**config.mk**
```make
export PLATFORM = sky130hd
export DESIGN_NAME = simon48_72_block_cipher
export DESIGN_NICKNAME = d
export VERILOG_FILES = /design/src/smn_pkg.sv /design/src/smn_key_sched.sv /design/src/simon48_72_block_cipher.sv
export SDC_FILE = /design/constraint.sdc
export NUM_CORES = 2
export LEC_CHECK = 0
export BUFFER_PORTS_ARGS = -buffer_cell sky130_fd_sc_hd__clkbuf_2
export CAP_MARGIN = 20
export CORE_AREA = 2 2 283 285
export DETAILED_ROUTE_END_ITERATION = 6
export DIE_AREA = 0 0 285 287
export GPL_ROUTABILITY_DRIVEN = 1
export GPL_TIMING_DRIVEN = 0
export PLACE_DENSITY = 0.82
export SLEW_MARGIN = 20
export SYNTH_ARGS = -nofsm -noshare
export SYNTH_HDL_FRONTEND = slang
export SYNTH_SLANG_ARGS = --single-unit
export TNS_END_PERCENT = 20
```
**constraint.sdc**
```tcl
create_clock -name clk_i -period 9.9 [get_ports clk_i]
set_clock_uncertainty 0.05 [all_clocks]
set_input_delay 1.485 -clock clk_i [delete_from_list [all_inputs] [get_ports clk_i]]
set_output_delay 1.485 -clock clk_i [all_outputs]
set_load 0.05 [all_outputs]
```
**src/smn_pkg.sv**
```systemverilog
// Shared constants and word functions for the Simon 48/72 cipher engine.
package smn_pkg;

  localparam int unsigned WORD_W         = 24;
  localparam int unsigned KEY_WORDS      = 3;
  localparam int unsigned KEY_IDX_W      = 2;
  localparam int unsigned NUM_ROUNDS_DEF = 36;
  localparam int unsigned ZSEQ_LEN       = 62;

  localparam logic [ZSEQ_LEN-1:0] Z0_SEQ   = 62'h19C3522FB386A45F;
  localparam logic [WORD_W-1:0]   KEY_CONST = 24'hFFFFFC;

  localparam logic [KEY_IDX_W-1:0] KEY_LOW  = 2'd0;
  localparam logic [KEY_IDX_W-1:0] KEY_MID  = 2'd1;
  localparam logic [KEY_IDX_W-1:0] KEY_HIGH = 2'd2;

  localparam logic CMD_ENCRYPT = 1'b0;
  localparam logic CMD_DECRYPT = 1'b1;

  function automatic logic [WORD_W-1:0] rol(input logic [WORD_W-1:0] v, input int unsigned r);
    return (v << r) | (v >> (WORD_W - r));
  endfunction

  function automatic logic [WORD_W-1:0] ror(input logic [WORD_W-1:0] v, input int unsigned r);
    return (v >> r) | (v << (WORD_W - r));
  endfunction

  // Feistel mixing of one round, without key and y
  function automatic logic [WORD_W-1:0] round_f(input logic [WORD_W-1:0] x);
    return (rol(x, 1) & rol(x, 8)) ^ rol(x, 2);
  endfunction

endpackage

```
**src/smn_key_sched.sv**
```systemverilog
// Key registers, round key expansion sequencer and round key memory.
module smn_key_sched import smn_pkg::*; #(
  parameter int unsigned NUM_ROUNDS = NUM_ROUNDS_DEF,
  parameter int unsigned ADDR_W     = $clog2(NUM_ROUNDS)
) (
  input  logic                 clk_i,
  input  logic                 rst_ni,
  input  logic                 cfg_we_i,
  input  logic [KEY_IDX_W-1:0] cfg_idx_i,
  input  logic [WORD_W-1:0]    cfg_data_i,
  input  logic                 rd_en_i,
  input  logic [ADDR_W-1:0]    rd_addr_i,
  output logic [WORD_W-1:0]    rd_data_o,
  output logic                 busy_o
);

  localparam logic [ADDR_W-1:0] LAST   = ADDR_W'(NUM_ROUNDS - 1);
  localparam logic [ADDR_W-1:0] NKEYS  = ADDR_W'(KEY_WORDS);

  logic [WORD_W-1:0] key_q [KEY_WORDS];
  logic [WORD_W-1:0] key_new [KEY_WORDS];
  logic [WORD_W-1:0] w0_q, w1_q, w2_q;
  logic [ADDR_W-1:0] cnt_q;
  logic              busy_q;
  logic              key_wr;
  logic [ADDR_W-1:0] exp_i;
  logic [WORD_W-1:0] t3, new_w, wr_data;
  logic [WORD_W-1:0] mem [NUM_ROUNDS];
  logic [WORD_W-1:0] rd_q;

  always_comb begin
    key_wr = cfg_we_i && (cfg_idx_i == KEY_LOW || cfg_idx_i == KEY_MID ||
                          cfg_idx_i == KEY_HIGH);
    for (int k = 0; k < KEY_WORDS; k++) begin
      key_new[k] = (key_wr && cfg_idx_i == KEY_IDX_W'(k)) ? cfg_data_i : key_q[k];
    end
  end

  // k[i+3] = k[i] ^ c ^ z(i) ^ ror3(k[i+2]) ^ ror4(k[i+2])
  always_comb begin
    exp_i   = cnt_q - NKEYS;
    t3      = ror(w2_q, 3);
    new_w   = w0_q ^ t3 ^ ror(t3, 1) ^ KEY_CONST ^ {{(WORD_W-1){1'b0}}, Z0_SEQ[exp_i]};
    wr_data = (cnt_q < NKEYS) ? key_q[cnt_q[KEY_IDX_W-1:0]] : new_w;
  end

  always_ff @(posedge clk_i or negedge rst_ni) begin
    if (!rst_ni) begin
      for (int k = 0; k < KEY_WORDS; k++) key_q[k] <= '0;
      w0_q   <= '0;
      w1_q   <= '0;
      w2_q   <= '0;
      cnt_q  <= '0;
      busy_q <= 1'b1;
    end else if (key_wr) begin
      // any key write restarts the expansion from the first word
      for (int k = 0; k < KEY_WORDS; k++) key_q[k] <= key_new[k];
      w0_q   <= key_new[0];
      w1_q   <= key_new[1];
      w2_q   <= key_new[2];
      cnt_q  <= '0;
      busy_q <= 1'b1;
    end else if (busy_q) begin
      if (cnt_q >= NKEYS) begin
        w0_q <= w1_q;
        w1_q <= w2_q;
        w2_q <= new_w;
      end
      if (cnt_q == LAST) begin
        busy_q <= 1'b0;
      end
      cnt_q <= cnt_q + 1'b1;
    end
  end

  always_ff @(posedge clk_i) begin
    if (busy_q && !key_wr) begin
      mem[cnt_q] <= wr_data;
    end
    if (rd_en_i) begin
      rd_q <= mem[rd_addr_i];
    end
  end

  assign rd_data_o = rd_q;
  assign busy_o    = busy_q;

endmodule

```
**src/simon48_72_block_cipher.sv**
```systemverilog
// Simon 48/72 block cipher top level: round sequencer, datapath and result register.
// Each accepted item runs its rounds one round per cycle; the last round waits until the result register is free.
// A new item is accepted only in the idle state; the single round unit and the one read
// port of the round key memory let one item run at a time.
// After reset, and after every key write, the key schedule refills the round key
// memory; no item is accepted while it is busy.
module simon48_72_block_cipher import smn_pkg::*; #(
  parameter int unsigned NUM_ROUNDS = NUM_ROUNDS_DEF
) (
  input  logic                 clk_i,
  input  logic                 rst_ni,
  input  logic                 cfg_we_i,
  input  logic [KEY_IDX_W-1:0] cfg_idx_i,
  input  logic [WORD_W-1:0]    cfg_data_i,
  input  logic                 in_valid_i,
  output logic                 in_stall_o,
  input  logic                 command_i,
  input  logic [WORD_W-1:0]    first_word_i,
  input  logic [WORD_W-1:0]    second_word_i,
  output logic                 out_valid_o,
  input  logic                 out_stall_i,
  output logic [WORD_W-1:0]    result_first_word_o,
  output logic [WORD_W-1:0]    result_second_word_o
);

  localparam int unsigned ADDR_W = $clog2(NUM_ROUNDS);
  localparam logic [ADDR_W-1:0] LAST = ADDR_W'(NUM_ROUNDS - 1);

  typedef enum logic {
    ST_IDLE,
    ST_RUN
  } state_e;

  state_e            state_q;
  logic [ADDR_W-1:0] rnd_q;
  logic              dec_q;
  logic [WORD_W-1:0] x_q, y_q;
  logic              out_valid_q;
  logic [WORD_W-1:0] res_first_q, res_second_q;

  logic              ks_busy;
  logic              rd_en;
  logic [ADDR_W-1:0] rd_addr;
  logic [WORD_W-1:0] rkey;
  logic              in_acc, out_free, last_rnd, adv;
  logic [WORD_W-1:0] x_next;

  smn_key_sched #(
    .NUM_ROUNDS (NUM_ROUNDS),
    .ADDR_W     (ADDR_W)
  ) u_key_sched (
    .clk_i      (clk_i),
    .rst_ni     (rst_ni),
    .cfg_we_i   (cfg_we_i),
    .cfg_idx_i  (cfg_idx_i),
    .cfg_data_i (cfg_data_i),
    .rd_en_i    (rd_en),
    .rd_addr_i  (rd_addr),
    .rd_data_o  (rkey),
    .busy_o     (ks_busy)
  );

  always_comb begin
    in_stall_o = (state_q != ST_IDLE) || ks_busy;
    in_acc     = in_valid_i && !in_stall_o;
    out_free   = !out_valid_q || !out_stall_i;
    last_rnd   = (rnd_q == LAST);
    // the last round waits until the result register is free
    adv        = (state_q == ST_RUN) && (!last_rnd || out_free);
    x_next     = round_f(x_q) ^ y_q ^ rkey;
    rd_en      = 1'b0;
    rd_addr    = '0;
    if (in_acc) begin
      rd_en   = 1'b1;
      rd_addr = (command_i == CMD_DECRYPT) ? LAST : '0;
    end else if (adv && !last_rnd) begin
      rd_en   = 1'b1;
      rd_addr = dec_q ? (LAST - rnd_q - 1'b1) : (rnd_q + 1'b1);
    end
  end

  always_ff @(posedge clk_i or negedge rst_ni) begin
    if (!rst_ni) begin
      state_q     <= ST_IDLE;
      rnd_q       <= '0;
      out_valid_q <= 1'b0;
    end else begin
      if (out_valid_q && !out_stall_i && !(adv && last_rnd)) begin
        out_valid_q <= 1'b0;
      end
      unique case (state_q)
        ST_IDLE: begin
          if (in_acc) begin
            state_q <= ST_RUN;
            rnd_q   <= '0;
          end
        end
        ST_RUN: begin
          if (adv) begin
            rnd_q <= rnd_q + 1'b1;
            if (last_rnd) begin
              state_q     <= ST_IDLE;
              out_valid_q <= 1'b1;
            end
          end
        end
        default: state_q <= ST_IDLE;
      endcase
    end
  end

  always_ff @(posedge clk_i) begin
    if (in_acc) begin
      dec_q <= command_i;
      x_q   <= (command_i == CMD_DECRYPT) ? first_word_i : second_word_i;
      y_q   <= (command_i == CMD_DECRYPT) ? second_word_i : first_word_i;
    end else if (adv) begin
      x_q <= x_next;
      y_q <= x_q;
      if (last_rnd) begin
        res_first_q  <= dec_q ? x_next : x_q;
        res_second_q <= dec_q ? x_q : x_next;
      end
    end
  end

  assign out_valid_o          = out_valid_q;
  assign result_first_word_o  = res_first_q;
  assign result_second_word_o = res_second_q;

  a_no_accept_while_expanding: assert property (@(posedge clk_i) disable iff (!rst_ni)
    in_valid_i && !in_stall_o |-> !ks_busy)
    else $error("item accepted while round keys are being expanded");

  a_accept_starts_run: assert property (@(posedge clk_i) disable iff (!rst_ni)
    in_valid_i && !in_stall_o |=> state_q == ST_RUN && rnd_q == '0)
    else $error("accepted item did not start the round sequence");

  a_finish_sets_result: assert property (@(posedge clk_i) disable iff (!rst_ni)
    state_q == ST_RUN && last_rnd && out_free |=> out_valid_q && state_q == ST_IDLE)
    else $error("last round did not post a result");

  a_result_not_overwritten: assert property (@(posedge clk_i) disable iff (!rst_ni)
    out_valid_q && out_stall_i |=> out_valid_q && $stable(res_first_q)
                                   && $stable(res_second_q))
    else $error("waiting result was overwritten");

endmodule

```
==> flow_summary.html <==
<table>
<tr><th>Metric</th><th>Value</th></tr>
<tr><th colspan="2">Worst setup path</th></tr>
<tr><td>Critical-path top delay cell</td><td>sky130_fd_sc_hd__nor3b_1</td></tr>
<tr><td>Most Frequent Cell on Critical Path</td><td>sky130_fd_sc_hd__clkbuf_1</td></tr>
<tr><td>Critical path's largest stage delay</td><td>790 ps</td></tr>
<tr><td>CP Launch Type</td><td>input port</td></tr>
<tr><td>Critical path data required time</td><td>10370 ps</td></tr>
<tr><td>Critical path data arrival time</td><td>6000 ps</td></tr>
<tr><td>Cells along the critical path</td><td>clkbuf_2 &gt; nor3b_1 &gt; clkbuf_1 &gt; nand2_2 &gt; a211oi_1 &gt; clkbuf_1 &gt; clkbuf_1 &gt; a22o_1 &gt; a221o_1 &gt; a221o_1</td></tr>
<tr><td>Buffer and inverter count on the worst path</td><td>4</td></tr>
<tr><td>Kind of critical path</td><td>in2reg</td></tr>
<tr><td>Type of destination of the critical path</td><td>flip-flop</td></tr>
<tr><td>Highest fanout seen on the critical path</td><td>10</td></tr>
<tr><td>Crit-path leading delay family</td><td>compound AO/OA/AOI/OAI gates</td></tr>
<tr><th colspan="2">Die</th></tr>
<tr><td>Area of the core</td><td>78600 µm²</td></tr>
<tr><td>Initial cell density of the core</td><td>59.7%</td></tr>
<tr><td>Top Ports</td><td>130</td></tr>
<tr><td>DIE AREA</td><td>81800 µm²</td></tr>
<tr><td>Die Ht</td><td>287 µm</td></tr>
<tr><td>Die width</td><td>285 µm</td></tr>
<tr><td>Number of placement rows</td><td>103</td></tr>
<tr><th colspan="2">Synthesis</th></tr>
<tr><td>Count of warnings emitted by yosys</td><td>0</td></tr>
<tr><td>Synth top area share</td><td>63.1%</td></tr>
<tr><td>Cell accounting for the most synthesized area</td><td>sky130_fd_sc_hd__edfxtp_1</td></tr>
<tr><td>Seq/Total Area, Yosys</td><td>71.5%</td></tr>
<tr><td>Area of the mapped netlist</td><td>46900 µm²</td></tr>
<tr><td>Fraction of registers with async set/reset</td><td>13.9%</td></tr>
<tr><td>Simple-gate share of the synthesized area</td><td>3.98%</td></tr>
<tr><td>Number of register bits inferred by synthesis</td><td>1144</td></tr>
<tr><td>Avg Inst Size Synth</td><td>17.3 µm²</td></tr>
<tr><td>Adder and majority gate portion of the synthesized area</td><td>0.181%</td></tr>
<tr><td>Area fraction in compound gates after synthesis</td><td>6.15%</td></tr>
<tr><td>Largest family of logic cells by synthesized area</td><td>multiplexers</td></tr>
<tr><td>Synth Net Count</td><td>2802</td></tr>
<tr><td>Mux share of post-synthesis cell area</td><td>13.8%</td></tr>
<tr><td>Cells after Synth</td><td>2716</td></tr>
<tr><td>Commonest register cell after synthesis</td><td>sky130_fd_sc_hd__edfxtp_1</td></tr>
<tr><td>Ranking of synthesized cells by area</td><td>sky130_fd_sc_hd__edfxtp_1 63%, sky130_fd_sc_hd__mux4_2 9.3%, sky130_fd_sc_hd__dfrtp_1 8.4%, sky130_fd_sc_hd__mux2_2 3.4%, sky130_fd_sc_hd__xnor2_1 2.4%</td></tr>
<tr><td>Distinct cell type count of the synthesized netlist</td><td>53</td></tr>
<tr><td>Number of synthesized flops with an enable pin</td><td>985</td></tr>
<tr><td>Share of the synthesized netlist area taken by xor and xnor gates</td><td>2.64%</td></tr>
<tr><th colspan="2">Finish</th></tr>
<tr><td>Filler instances</td><td>4713</td></tr>
<tr><td>Number of nets in the final layout</td><td>3088</td></tr>
<tr><td>Proportion of layout cells with a drive suffix above 1</td><td>25.2%</td></tr>
<tr><td>Layout overhead on the synthesized area</td><td>15.3%</td></tr>
<tr><td>Final std cell area, no fill</td><td>54100 µm²</td></tr>
<tr><td>Area used by sequential logic in the layout</td><td>33600 µm²</td></tr>
<tr><td>Area occupied by multi-input gates</td><td>13100 µm²</td></tr>
<tr><td>Number of inserted diodes</td><td>0</td></tr>
<tr><td>Number of standard cells in the layout, taps in and fillers out</td><td>4141</td></tr>
<tr><th colspan="2">Run status</th></tr>
<tr><td>Result of the run</td><td>finished clean</td></tr>
<tr><th colspan="2">Power</th></tr>
<tr><td>Clock group share of total power</td><td>28.7%</td></tr>
<tr><td>Tot Pwr</td><td>14.7 mW</td></tr>
<tr><td>Power density over cell area</td><td>271 nW/µm²</td></tr>
<tr><td>Design internal power</td><td>10.1 mW</td></tr>
<tr><td>Worst voltage drop across the vdd grid</td><td>0.261 mV</td></tr>
<tr><td>Leakage power total</td><td>18.2 nW</td></tr>
<tr><td>Power share of the sequential group</td><td>46.3%</td></tr>
<tr><td>Switching power share of the total</td><td>31.1%</td></tr>
<tr><td>Combinational share of power</td><td>25.0%</td></tr>
<tr><td>Net switching component of the power</td><td>4.56 mW</td></tr>
<tr><th colspan="2">Drt</th></tr>
<tr><td>Vias after detailed routing</td><td>28000</td></tr>
<tr><td>DRT iter0 DRCs</td><td>4051</td></tr>
<tr><td>Number of nets still failing antenna checks after routing</td><td>0</td></tr>
<tr><td>Count of TritonRoute iterations in the first routing pass</td><td>7</td></tr>
<tr><td>Average wire length per cell after detail routing</td><td>31.0 µm</td></tr>
<tr><td>Post-route DRC</td><td>0</td></tr>
<tr><td>Drt total wl</td><td>129000 µm</td></tr>
<tr><td>Routed vias/inst</td><td>6.77</td></tr>
<tr><th colspan="2">Clock network</th></tr>
<tr><td>Number of buffers inserted by hold repair at cts</td><td>0</td></tr>
<tr><td>H-tree levels</td><td>3</td></tr>
<tr><td>Cells resized by post-CTS repair</td><td>0</td></tr>
<tr><td>Clk slew on worst S/H paths</td><td>60 ps</td></tr>
<tr><td>Maximum clock path buffer count</td><td>3</td></tr>
<tr><td>Num Clock Sinks</td><td>1144</td></tr>
<tr><td>Clk Latency, worst-skew pair</td><td>700 ps</td></tr>
<tr><td>Num CTS Buffers</td><td>109</td></tr>
<tr><td>Root Buffer</td><td>sky130_fd_sc_hd__clkbuf_16</td></tr>
<tr><td>Post-CTS Setup Bufs</td><td>0</td></tr>
<tr><td>CTS tree</td><td>done</td></tr>
<tr><th colspan="2">Timing</th></tr>
<tr><td>Setup TNS</td><td>0 ps</td></tr>
<tr><td>Min Clock Period, post-route</td><td>5530 ps</td></tr>
<tr><td>Post-route fraction of the period consumed by the critical path</td><td>55.9%</td></tr>
<tr><td>Fmax</td><td>0.181 GHz</td></tr>
<tr><td>Headroom to the max-slew limit</td><td>21.9%</td></tr>
<tr><td>Setup repair after global routing missed its margin</td><td>no</td></tr>
<tr><td>Final setup violation count</td><td>0</td></tr>
<tr><td>Hold violation count in the final report</td><td>0</td></tr>
<tr><td>Fin. max-slew vios</td><td>0</td></tr>
<tr><td>Least-Margin Pin Slew</td><td>1170 ps</td></tr>
<tr><th colspan="2">Placed design</th></tr>
<tr><td>Area of placed instances</td><td>50500 µm²</td></tr>
<tr><td>Number of buffers added on ports</td><td>129</td></tr>
<tr><td>Final weighted congestion of routability-driven global placement</td><td>0.918</td></tr>
<tr><td>Half-perimeter wire length after placement</td><td>81000 µm</td></tr>
<tr><td>Number of cells after detailed placement</td><td>3941</td></tr>
<tr><th colspan="2">Flow run</th></tr>
<tr><td>Max Cap Violations</td><td>0</td></tr>
<tr><th colspan="2">Global route</th></tr>
<tr><td>Total congestion overflow</td><td>0</td></tr>
<tr><td>GRT Overall Usage</td><td>31.8%</td></tr>
<tr><td>Via count of the first global-routing pass</td><td>28300</td></tr>
<tr><td>Initial antenna violation count</td><td>2</td></tr>
<tr><td>Pin count of the biggest net entering global routing</td><td>83</td></tr>
<tr><td>First-pass GRT wire length</td><td>190000 µm</td></tr>
<tr><th colspan="2">Hold path</th></tr>
<tr><td>Hold Crit Class</td><td>reg2reg</td></tr>
</table>
==> path summary, 6_finish.rpt <==
check                      slack (ps)  cells after the start                         startpoint                                 end
max                              4370                     10                         in_valid_i  u_key_sched.rd_data_o[8]$_DFFE_PP_
min                               480                      1  u_key_sched.key_q[10]$_DFFE_PN0P_   u_key_sched.key_q[10]$_DFFE_PN0P_
max reg2reg                      4680                     10                  state_q$_DFF_PN0_  u_key_sched.rd_data_o[8]$_DFFE_PP_
min reg2reg                       480                      1  u_key_sched.key_q[10]$_DFFE_PN0P_   u_key_sched.key_q[10]$_DFFE_PN0P_
max in group asynchronous        8140                      2                             rst_ni    u_key_sched.w1_q[21]$_DFFE_PN0P_
min in group asynchronous         800                      1                             rst_ni    u_key_sched.w0_q[10]$_DFFE_PN0P_
==> cells in the mapped netlist (all sizes together), types with 3 or more instances <==
| master | instances |
|---|---|
| mux2i | 52 |
| nand2 | 224 |
| nand4 | 4 |
| clkbuf | 134 |
| a31oi | 50 |
| xor2 | 7 |
| edfxtp | 985 |
| ha | 6 |
| a22o | 48 |
| a21boi | 3 |
| inv | 10 |
| a311oi | 24 |
| a221o | 72 |
| mux2 | 143 |
| nor3b | 3 |
| xnor2 | 131 |
| buf | 38 |
| a211oi | 25 |
| a21oi | 101 |
| nor2 | 176 |
| mux4 | 193 |
| and2 | 28 |
| dfrtp | 158 |
| o21ai | 39 |
| nor2b | 3 |
| a221oi | 23 |
| nor3 | 4 |
| nand3 | 9 |
| o31ai | 4 |
==> state kept, by name (all words and copies together) (netlist names) <==
signal                 cells
out_valid_o                1
u_key_sched.busy_o         1
u_key_sched.w1_q          24
x_q                       24
u_key_sched.mem          864
u_key_sched.cnt_q          6
rnd_q                      6
u_key_sched.key_q         72
result_second_word_o      24
u_key_sched.w0_q          24
state_q                    1
u_key_sched.rd_data_o     24
u_key_sched.w2_q          24
dec_q                      1
y_q                       24
result_first_word_o       24
==> cells in the final DEF, fill, tap and decap left out, drive strengths merged, types with 16 or more instances in the layout <==
cell / instances
a211oi: 25
a21oi: 101
a221o: 72
a221oi: 23
a22o: 48
a311oi: 24
a31oi: 50
and2: 28
buf: 84
clkbuf: 394
clkinv: 46
dfrtp: 158
edfxtp: 985
inv: 16
mux2: 143
mux2i: 52
mux4: 193
nand2: 224
nor2: 176
o21ai: 39
xnor2: 131
==> power groups by stage <==
stage	Clock, mW	Sequential (mW)	Combinational [mW]
after global routing	4.39	6.81	3.85
after floorplan	0	6.80	1.80
final	4.21	6.79	3.66
after global placement	0	6.95	2.72
after CTS	4.23	6.78	3.59
after detailed placement	0	6.86	3.50
==> metal layers <==
metal | track usage (%) | share of wire [%] | up-vias | wire (µm)
li1 | - | - | 11300 | -
met1 | 41.0 | 34 | 14000 | 44100
met2 | 51.9 | 48 | 2324 | 62100
met3 | 6.17 | 11 | 418 | 14500
met4 | 16.8 | 6.0 | 4 | 7770
met5 | 0 | 0.025 | - | 32
==> worst reg2reg max path, cell delays in order (launching register included) <==
cell and delay, ps:
sky130_fd_sc_hd__dfrtp_1 350, sky130_fd_sc_hd__buf_2 220, sky130_fd_sc_hd__nor3b_1 830, sky130_fd_sc_hd__clkbuf_1 510, sky130_fd_sc_hd__nand2_2 230, sky130_fd_sc_hd__a211oi_1 760, sky130_fd_sc_hd__clkbuf_1 620, sky130_fd_sc_hd__clkbuf_1 490
sky130_fd_sc_hd__a22o_1 330, sky130_fd_sc_hd__a221o_1 360, sky130_fd_sc_hd__a221o_1 300
==> final cells by class <==
| cell class | instances | share of cell area [%] |
|---|---|---|
| sequential | 1144 | 62.0 |
| inverter | 11 | 0.0763 |
| clock inverter | 69 | 1.29 |
| tap | 1050 | 2.43 |
| clock buffer | 131 | 5.32 |
| buffer | 172 | 1.40 |
| multi-input combinational | 1389 | 24.2 |
| timing repair buffer | 175 | 3.24 |
==> kinds of logic after synthesis <==
| group | after synthesis |
|---|---|
| simple gates | 458 |
| flops | 1144 |
| buf+inv | 183 |
| compound gates | 397 |
| fa+ha+maj | 7 |
| mux | 388 |
| xor+xnor | 139 |
==> stage by stage <==
| step | setup WS, ps | hold WS (ps) | utilization [%] |
|---|---|---|---|
| after floorplan | 5560 | 439 | - |
| after global routing | 4270 | 493 | 68.8 |
| final | 4370 | 478 | 68.8 |
| after detailed placement | 4060 | 461 | 64.3 |
| after global placement | 3750 | 451 | 62.2 |
| after CTS | 4750 | 477 | 68.8 |
Note: power is estimated with default switching activity, not from simulation.
